`config.mk`:
```
export PLATFORM = sky130hd
export DESIGN_NAME = rolling_key_stream_descrambler_top
export DESIGN_NICKNAME = d
export VERILOG_FILES = /design/src/rtl/core/rksd_pkg.sv /design/src/rtl/core/rksd_in_stage.sv /design/src/rtl/core/rksd_keystream.sv /design/src/rtl/core/rolling_key_stream_descrambler_top.sv
export SDC_FILE = /design/constraint.sdc
export NUM_CORES = 1
export LEC_CHECK = 0
export BUFFER_PORTS_ARGS = -buffer_cell sky130_fd_sc_hd__buf_4
export CAP_MARGIN = 20
export CORE_ASPECT_RATIO = 1.1
export CORE_MARGIN = 3
export CORE_UTILIZATION = 55
export CTS_CLUSTER_DIAMETER = 30
export DETAILED_ROUTE_END_ITERATION = 12
export HOLD_SLACK_MARGIN = 0.1
export PLACE_DENSITY = 0.77
export SETUP_SLACK_MARGIN = 0.3
export SLEW_MARGIN = 10
export SYNTH_ARGS = -nofsm -noshare
export SYNTH_HDL_FRONTEND = slang
export SYNTH_HIERARCHICAL = 1
export SYNTH_SLANG_ARGS = --single-unit
```
`constraint.sdc`:
```
create_clock -name clk_i -period 11.7 [get_ports clk_i]
set_clock_uncertainty 0.05 [all_clocks]
set_input_delay 0.585 -clock clk_i [delete_from_list [all_inputs] [get_ports clk_i]]
set_output_delay 0.585 -clock clk_i [all_outputs]
set_load 0.1 [all_outputs]
```
`src/rtl/core/rksd_pkg.sv`:
```
`timescale 1ns / 1ps
// ----------------------------------------------------------------------------
// rksd_pkg
// Shared types and constants of the rolling key stream descrambler.
// ----------------------------------------------------------------------------
package rksd_pkg;

  localparam int unsigned ByteW     = 8;
  localparam int unsigned KeyW      = 64;
  localparam int unsigned KeyIdxW   = 3;
  localparam int unsigned CtrShift  = 6;

  localparam logic [KeyIdxW-1:0] KeyIdxFirst = 3'd0;
  localparam logic [KeyIdxW-1:0] KeyIdxLast  = 3'd7;

  typedef struct packed {
    logic             start_of_block;
    logic [ByteW-1:0] cipher_byte;
  } rksd_word_t;

endpackage

```
`src/rtl/core/rksd_in_stage.sv`:
```
`timescale 1ns / 1ps
// ----------------------------------------------------------------------------
// rksd_in_stage
// Input register: captures one word per cycle while empty or advancing, and holds it until it advances.
// ----------------------------------------------------------------------------
module rksd_in_stage (
  input  logic               clk_i,
  input  logic               rst_ni,
  input  logic               s_axis_tvalid,
  output logic               s_axis_tready,
  input  rksd_pkg::rksd_word_t word_i,
  input  logic               advance_i,
  output logic               valid_o,
  output rksd_pkg::rksd_word_t word_o
);
  import rksd_pkg::*;

  logic       valid_q;
  rksd_word_t word_q;

  assign s_axis_tready = !valid_q || advance_i;
  assign valid_o       = valid_q;
  assign word_o        = word_q;

  always_ff @(posedge clk_i or negedge rst_ni) begin
    if (!rst_ni) begin
      valid_q <= 1'b0;
    end else if (s_axis_tready) begin
      valid_q <= s_axis_tvalid;
    end
  end

  always_ff @(posedge clk_i) begin
    if (s_axis_tvalid && s_axis_tready) begin
      word_q <= word_i;
    end
  end

endmodule

```
`src/rtl/core/rksd_keystream.sv`:
```
`timescale 1ns / 1ps
// ----------------------------------------------------------------------------
// rksd_keystream
// Running key, byte counter and key index; descrambles the held word.
// ----------------------------------------------------------------------------
module rksd_keystream #(
  parameter int unsigned CounterWidth = 32
) (
  input  logic                        clk_i,
  input  logic                        rst_ni,
  input  logic                        advance_i,
  input  rksd_pkg::rksd_word_t        word_i,
  input  logic [rksd_pkg::KeyW-1:0]   key_i,
  output logic [rksd_pkg::ByteW-1:0]  plain_byte_o,
  output logic [rksd_pkg::KeyIdxW-1:0] key_idx_o
);
  import rksd_pkg::*;

  logic [ByteW-1:0]        run_key_q, run_key_d;
  logic [CounterWidth-1:0] ctr_q, ctr_d, cur_ctr;
  logic [KeyIdxW-1:0]      idx_q, idx_d, cur_idx, nxt_idx;
  logic                    restart;
  logic [ByteW-1:0]        cur_key, rot;

  always_comb begin
    restart      = word_i.start_of_block || (ctr_q == '0);
    cur_key      = restart ? key_i[ByteW-1:0] : run_key_q;
    cur_idx      = restart ? KeyIdxFirst : idx_q;
    cur_ctr      = word_i.start_of_block ? '0 : ctr_q;
    plain_byte_o = word_i.cipher_byte ^ cur_key;
    nxt_idx      = cur_idx + KeyIdxW'(1);
    rot          = {cur_key[ByteW-2:0], cur_key[ByteW-1]};
    ctr_d        = cur_ctr + CounterWidth'(1);
    run_key_d    = key_i[{nxt_idx, 3'b000} +: ByteW] + rot + ctr_d[CtrShift +: ByteW];
    idx_d        = (nxt_idx == KeyIdxLast) ? KeyIdxFirst : nxt_idx;
  end

  assign key_idx_o = idx_q;

  always_ff @(posedge clk_i or negedge rst_ni) begin
    if (!rst_ni) begin
      run_key_q <= '0;
      ctr_q     <= '0;
      idx_q     <= KeyIdxFirst;
    end else if (advance_i) begin
      run_key_q <= run_key_d;
      ctr_q     <= ctr_d;
      idx_q     <= idx_d;
    end
  end

endmodule

```
`src/rtl/core/rolling_key_stream_descrambler_top.sv`:
```
`timescale 1ns / 1ps
// ----------------------------------------------------------------------------
// rolling_key_stream_descrambler_top
// Descrambles a byte stream with an eight-byte rolling key.
// ----------------------------------------------------------------------------
// Channel   Direction  tdata              tuser
// s_axis    in         [7:0] cipher_byte  [0] start_of_block
// m_axis    out        [7:0] plain_byte   -
// cfg       in         cfg_wr_data_i [63:0] cipher_key, written when cfg_wr_en_i
//
// One word per cycle while the output is not stalled; the input and result registers lie between input and output.
// The key update is one rotate and two adds between the two registers.
// Reset clears the key, counter, key index and all valid flags.
// A stalled output holds its word; the input keeps taking words while a slot is free.
// ----------------------------------------------------------------------------
module rolling_key_stream_descrambler_top #(
  parameter int unsigned COUNTER_WIDTH = 32
) (
  input  logic        clk_i,
  input  logic        rst_ni,
  input  logic        s_axis_tvalid,
  output logic        s_axis_tready,
  input  logic [7:0]  s_axis_tdata,  // [7:0] cipher_byte
  input  logic [0:0]  s_axis_tuser,  // [0] start_of_block
  output logic        m_axis_tvalid,
  input  logic        m_axis_tready,
  output logic [7:0]  m_axis_tdata,  // [7:0] plain_byte
  input  logic        cfg_wr_en_i,
  input  logic [63:0] cfg_wr_data_i
);
  import rksd_pkg::*;

  logic [KeyW-1:0]    key_q;
  rksd_word_t         in_word, held_word;
  logic               held_valid, advance;
  logic [ByteW-1:0]   plain_byte;
  logic [KeyIdxW-1:0] key_idx;
  logic               out_valid_q;
  logic [ByteW-1:0]   out_data_q;

  assign in_word.cipher_byte    = s_axis_tdata;
  assign in_word.start_of_block = s_axis_tuser[0];
  assign advance                = held_valid && (!out_valid_q || m_axis_tready);

  always_ff @(posedge clk_i or negedge rst_ni) begin
    if (!rst_ni) begin
      key_q <= '0;
    end else if (cfg_wr_en_i) begin
      key_q <= cfg_wr_data_i;
    end
  end

  rksd_in_stage u_in_stage (
    .clk_i         (clk_i),
    .rst_ni        (rst_ni),
    .s_axis_tvalid (s_axis_tvalid),
    .s_axis_tready (s_axis_tready),
    .word_i        (in_word),
    .advance_i     (advance),
    .valid_o       (held_valid),
    .word_o        (held_word)
  );

  rksd_keystream #(
    .CounterWidth (COUNTER_WIDTH)
  ) u_keystream (
    .clk_i        (clk_i),
    .rst_ni       (rst_ni),
    .advance_i    (advance),
    .word_i       (held_word),
    .key_i        (key_q),
    .plain_byte_o (plain_byte),
    .key_idx_o    (key_idx)
  );

  always_ff @(posedge clk_i or negedge rst_ni) begin
    if (!rst_ni) begin
      out_valid_q <= 1'b0;
    end else if (advance) begin
      out_valid_q <= 1'b1;
    end else if (m_axis_tready) begin
      out_valid_q <= 1'b0;
    end
  end

  always_ff @(posedge clk_i) begin
    if (advance) begin
      out_data_q <= plain_byte;
    end
  end

  assign m_axis_tvalid = out_valid_q;
  assign m_axis_tdata  = out_data_q;

`ifndef SYNTH
  a_idx_range: assert property (@(posedge clk_i) disable iff (!rst_ni)
    key_idx != KeyIdxLast)
    else $error("key index reached the last key byte");

  a_sob_idx: assert property (@(posedge clk_i) disable iff (!rst_ni)
    advance && held_word.start_of_block |=> key_idx == (KeyIdxFirst + KeyIdxW'(1)))
    else $error("start of block did not restart the key index");

  a_out_rise: assert property (@(posedge clk_i) disable iff (!rst_ni)
    $rose(out_valid_q) |-> $past(advance))
    else $error("output word appeared without an advance");

  a_hold_word: assert property (@(posedge clk_i) disable iff (!rst_ni)
    held_valid && !advance |=> $stable(held_word) && held_valid)
    else $error("held input word changed while waiting");
`endif

endmodule

```
# --- After elaboration in Yosys (flattened, before gate mapping) ---
# Index checks and enable logic that the tools add are counted.
op_classes:
  n_eq_ne: 1
  mux: 6
  add_sub_neg: 4
  n_shift: 1
  bitwise: 1
  n_reduce_logical: 9
op_table:
  columns: ["op", "count"]
  rows:
  - ["variable part select 64 x 7 -> 8 bit", 1]
  - ["adder 32 x 1 -> 32 bit, second input constant", 1]
  - ["zero test 32 bit", 1]
  - ["two-way mux 32 bit", 1]
  - ["adder 8 bit", 2]
  - ["two-way mux 8 bit", 1]
  - ["XOR 8 bit", 1]
  - ["two-way mux 3 bit", 2]
  - ["adder 3 x 1 -> 3 bit, second input constant", 1]
  - ["== test 3 bit, second input constant", 1]
  - ["logical OR 1 bit", 3]
  - ["logical AND 1 bit", 2]
  - ["zero test 1 bit", 2]
  - ["two-way mux 1 bit", 2]
  - ["nonzero test 2 bit", 1]
word_totals:
  out_inout_bits: 10
  input_bits: 78
  elab_cells: 31
  register_bits: 126

# --- Logic depth before layout (Yosys ltp) ---
logic_depth:
  depth_word: 7
  mapped_depth: 22
  mapped_depth_nobuf: 19

# --- By module ---
# Netlist, hierarchy kept.
by_module_without_submodules:
  columns: ["mod", "area_each_um2", "cells_each", "instances"]
  rows:
  - ["rksd_keystream", 3433.3, 338, 1]
  - ["rolling_key_stream_descrambler_top", 2962.8, 147, 1]
  - ["rksd_in_stage", 324.1, 13, 1]

# --- Least setup slack after synthesis ---
# Ideal clock, no wire load.
synth_timing:
  kind: "register to register"
  from: "register u_keystream.ctr_q[3]"
  to: "register u_keystream.run_key_q[7]"
  path_stages_with_launch: 21
  required_time_ps: 11573
  setup_ps: 77
  path_slack_ps: 5934
  path_buffers: 4
  t_arrival_ps: 5639
  cell_sequence: "dfrtp_1 nor4_2 nand4_1 o211a_1 buf_6 clkbuf_1 ha_1 clkbuf_1 clkbuf_1 mux4_2 mux2i_1 fa_1 inv_1 ha_1 nor2b_1 o31a_1 or4b_2 nand3_1 xnor3_1 xor2_1 a21oi_1"
synth_via:
  elab_chain_len: 7
  elab_cells_between_ends: 10
synth_lines:
  columns: ["item", "line_no", "source"]
  rows:
  - ["from (decl)", "rksd_keystream.sv:20", "logic [CounterWidth-1:0] ctr_q, ctr_d, cur_ctr;"]
  - ["from (signal assigned)", "rksd_keystream.sv:47", "ctr_q <= ctr_d;"]
  - ["zero test 32 bit", "rksd_keystream.sv:26", "restart = word_i.start_of_block || (ctr_q == '0);"]
  - ["logical OR 1 bit", "rksd_keystream.sv:26", null]
  - ["two-way mux 3 bit", "rksd_keystream.sv:28", "cur_idx = restart ? KeyIdxFirst : idx_q;"]
  - ["adder 3 x 1 -> 3 bit", "rksd_keystream.sv:31", "nxt_idx = cur_idx + KeyIdxW'(1);"]
  - ["variable part select 64 x 7 -> 8 bit", "rksd_keystream.sv:34", "run_key_d = key_i[{nxt_idx, 3'b000} +: ByteW] + rot + ctr_d[CtrShift +: ByteW];"]
  - ["adder 8 bit", "rksd_keystream.sv:34", null]
  - ["adder 8 bit *", "rksd_keystream.sv:34", null]
  - ["to (signal assigned)", "rksd_keystream.sv:46", "run_key_q <= run_key_d;"]
  - ["to (decl)", "rksd_keystream.sv:19", "logic [ByteW-1:0] run_key_q, run_key_d;"]
# Mark *: on every way between the ends. The rest lies on a longest branch, timed or not.
# A chain may end at the register's enable or synchronous reset.

# --- Final worst setup path ---
layout_timing:
  from: "register u_in_stage.word_q, in the netlist u_in_stage/word_o[8]"
  to: "register u_keystream.run_key_q[7]"
layout_via:
  elab_chain_len: 6
  elab_cells_between_ends: 9
layout_lines:
  columns: ["item", "line_no", "source"]
  rows:
  - ["from (decl)", "rksd_in_stage.sv:19", "rksd_word_t word_q;"]
  - ["from (signal assigned)", "rksd_in_stage.sv:35", "word_q <= word_i;"]
  - ["logical OR 1 bit", "rksd_keystream.sv:26", null]
  - ["two-way mux 3 bit", "rksd_keystream.sv:28", null]
  - ["adder 3 x 1 -> 3 bit", "rksd_keystream.sv:31", null]
  - ["variable part select 64 x 7 -> 8 bit", "rksd_keystream.sv:34", null]
  - ["adder 8 bit", "rksd_keystream.sv:34", null]
  - ["adder 8 bit *", "rksd_keystream.sv:34", null]
# Marked as above.

==> summary.md <==
| Metric | Value |
|---|---|
| Outcome | finished, final reports clean |
| Sequential area share after synthesis | 0.482 |
| Syn. warnings | 6 |
| FF-to-FF Start | u_in_stage/word_o[8]$_DFFE_PP_ |
| Max Freq | 157 MHz |
| DRT iter0 DRCs | 242 |
| Uppermost layer routed | met4 |
| Number of global-route vias before repair | 4533 |
| Starting Density | 0.575 |
| Post-DR wirelength/cell | 19.0 um |
| Nets@finish | 679 |
| Worst slew margin | 0.265 |
| Most numerous cell in the Yosys netlist | dfrtp_1 |
| Routed vias/inst | 5.70 |
| Syn Nets | 592 |
| Ys flop type | dfrtp_1 |
| Drt first pass iters | 4 |
| Hold WS | 0.300 ns |
| I/O Buffers | 87 |
| Mapped Cells | 498 |
| FF-to-FF path depth | 15 |
| Remaining DRCs | 0 |
| Synthesis-to-finish area growth | 19.6% |
| Final Hold Viols | 0 |
| WHS Path Cells | 1 |
| CTS clock-pin slew for the worst setup and hold paths | 0.06 ns |
| Critical Path Sink Type | flop |
| Clk Latency, worst-skew pair | 0.41 ns |
| Share of post-route cells with drive strength above 1 | 0.371 |
| Grt total ovfl | 0 |
| DIE HEIGHT | 122 um |
| Max cap viols | 0 |
| Clock Tree Root | clkbuf_16 |
| Vias | 4263 |
| Required @ worst endpoint | 11.92 ns |
| Final Critical Period | 6.35 ns |
| Syn Area/Cell | 13.5 sq um |
| Dpl cells | 715 |
| Non-Filler Instances | 748 |
| CTS Buffer Depth | 2 |
| TritonCTS clock tree | built |
| Commonest cells post-synth | dfrtp_1, mux2_4, nand2_1, nor2_1, xnor2_1 |
| Share of the synthesized area in the top cell type | 0.406 |
| TritonCTS Buffers | 17 |
| Arrival time of the worst setup path | 6.57 ns |
| Setup_tns | 0 ns |
| Reg2reg setup slack | 5.35 ns |
| Final HPWL DP | 10100 um |
| Post-synth cell types | 58 |
| Biggest area consumer among synthesized cells | dfrtp_1 |
| I/O pins | 88 |
| Synthesized area | 0.00672 sq mm |
| Worst setup SP type | flop |
| Drt total wl | 14200 um |
| Core area | 0.0117 sq mm |
| FF+latch area | 0.00324 sq mm |
| Met3 routed WL | 534 um |
| Final setup viols | 0 |
| Fill cells | 834 |
| First-pass GRT wire length | 23400 um |
| CP Launch Point | u_in_stage/word_o[8]$_DFFE_PP_ |
| RD Place Congestion | 0.866 |
| LEAKAGE | 0.00361 uW |
| Footprint of the multi-input gates | 0.00320 sq mm |
| N_diodes | 0 |
| Ranking of synthesized cells by area | dfrtp_1, mux2_4, edfxtp_1 |
| Final ANT Viol Nets | 0 |
| Die Area | 0.0136 sq mm |
| P per Cell Area | 207 mW/mm^2 |
| Pins Over Slew Limit | 0 |
| Fraction of registers with async set/reset | 0.865 |
| Largest net degree at the start of global routing | 75 |
| RSZ-0062 raised after global routing | false |
| Core Rows | 41 |
| Number of flops mapped to enable cells by yosys | 17 |
| Critical path class | flop to flop |
| Peak supply drop | 0.000128 V |
| Final worst-path cycle share | 0.543 |
| Initial antenna violation count | 0 |
| Yosys reg bits | 126 |
| Metal2 WL | 7460 um |
| Worst min-delay path endpoint | u_in_stage/word_o[7]$_DFFE_PP_ |
| Reg2reg end | u_keystream/run_key_q[7]$_DFFE_PN0P_ |
| Global Route Usage Sum | 0.221 |
| H-tree lvl count | 4 |
| Width of the die | 111 um |
| HP Class | primary input to flop |
| Worst-Margin Slew | 1.10 ns |
| CP max FO | 25 |
| TritonCTS sink count | 126 |
| Met1 WL | 5910 um |
| Worst Hold Launch | s_axis_tdata[7] |
[metrics by stage]
| step | worst slack [ns] | total power (uW) | cell area (sq um) | util |
|---|---|---|---|---|
| after floorplan | 5.93 | 970 | 6720 | - |
| after global placement | 5.59 | 1070 | 7380 | 0.631 |
| after detailed placement | 5.36 | 1100 | 7380 | 0.631 |
| after CTS | 5.33 | 1670 | 8040 | 0.687 |
| after global routing | 4.94 | 1750 | 8040 | 0.687 |
| final | 5.35 | 1670 | 8040 | 0.687 |
[layout make-up]
class                           count  share of cell area
Timing Repair Buffer               91              0.0853
Multi-Input combinational cell    328               0.399
Clock buffer                       22              0.0604
Tap cell                          150              0.0234
Sequential cell                   126               0.403
Inverter                           21             0.00981
Clock inverter                     10              0.0196
[placed cells by master, fill, tap and decap left out, drive strengths merged, types with 7 or more instances in the layout]
cell | Yosys | final
xnor2 | 21 | 21
mux4 | 16 | 16
nand2 | 30 | 30
a21oi | 14 | 14
fa | 8 | 8
nor3 | 11 | 11
ha | 8 | 8
mux2 | 72 | 72
nand3 | 12 | 12
dfrtp | 109 | 109
inv | 20 | 20
o21ai | 9 | 9
clkbuf | 13 | 22
nor2 | 22 | 22
nor4 | 9 | 9
mux2i | 20 | 20
xor2 | 11 | 11
and2 | 7 | 7
buf | 10 | 90
edfxtp | 17 | 17
[registers in the layout, summed over array words and instances, names as in the netlist]
name	flops
u_keystream/ctr_q	32
key_q	64
m_axis_tvalid	1
m_axis_tdata	8
u_keystream/run_key_q	8
u_in_stage/valid_o	1
u_keystream/key_idx_o	3
u_in_stage/word_o	9
[cells by family (layout without fill, tap and decap cells)]
logic type / after synthesis / in the layout / synth area share
simple gates: 121 / 121 / 0.102
fa+ha+maj: 16 / 16 / 0.0387
xor+xnor: 33 / 33 / 0.0451
mux: 108 / 108 / 0.241
flops: 126 / 126 / 0.482
compound gates: 50 / 50 / 0.0499
buf+inv: 44 / 144 / 0.0415
[critical path, cell delays in order, from the launching register on]
cell      delay [ns]
edfxtp_1        0.90
inv_1           0.39
o211a_1         0.53
ha_1            1.03
mux4_2          0.61
mux2i_1         0.20
fa_1            0.45
inv_1           0.08
ha_1            0.26
nor2b_1         0.15
o31a_1          0.27
or4b_2          0.62
nand3_1         0.13
xnor3_1         0.25
xor2_1          0.19
a21oi_1         0.09
[what timing repair did]
item / CTS / global route
resized for setup: 0 / 0
hold buffers: 1 / 0
setup buffers: 0 / 0
hold endpoints to repair: 35 / 0
[how the worst max path moves through the flow]
stage / endpoint / slack (ns)
detailed placement: u_keystream/run_key_q[7]$_DFFE_PN0P_ / 5.36
floorplan: u_keystream/run_key_q[7]$_DFFE_PN0P_ / 5.93
CTS: u_keystream/run_key_q[7]$_DFFE_PN0P_ / 5.33
finish: u_keystream/run_key_q[7]$_DFFE_PN0P_ / 5.35
global route: u_keystream/run_key_q[7]$_DFFE_PN0P_ / 4.94
global placement: u_keystream/run_key_q[7]$_DFFE_PN0P_ / 5.59
[where the power goes]
group	total, uW	switching [uW]	internal (uW)
registers	564	52.7	511
clock network	564	185	379
logic	537	281	255
total	1670	519	1150
[routing by layer]
| metal | global-route usage | vias to the layer above |
|---|---|---|
| li1 | - | 1972 |
| met5 | 0 | - |
| met1 | 0.275 | 2170 |
| met3 | 0.0522 | 21 |
| met4 | 0.0791 | 0 |
| met2 | 0.381 | 100 |
Power figures use the tool's default switching activity.
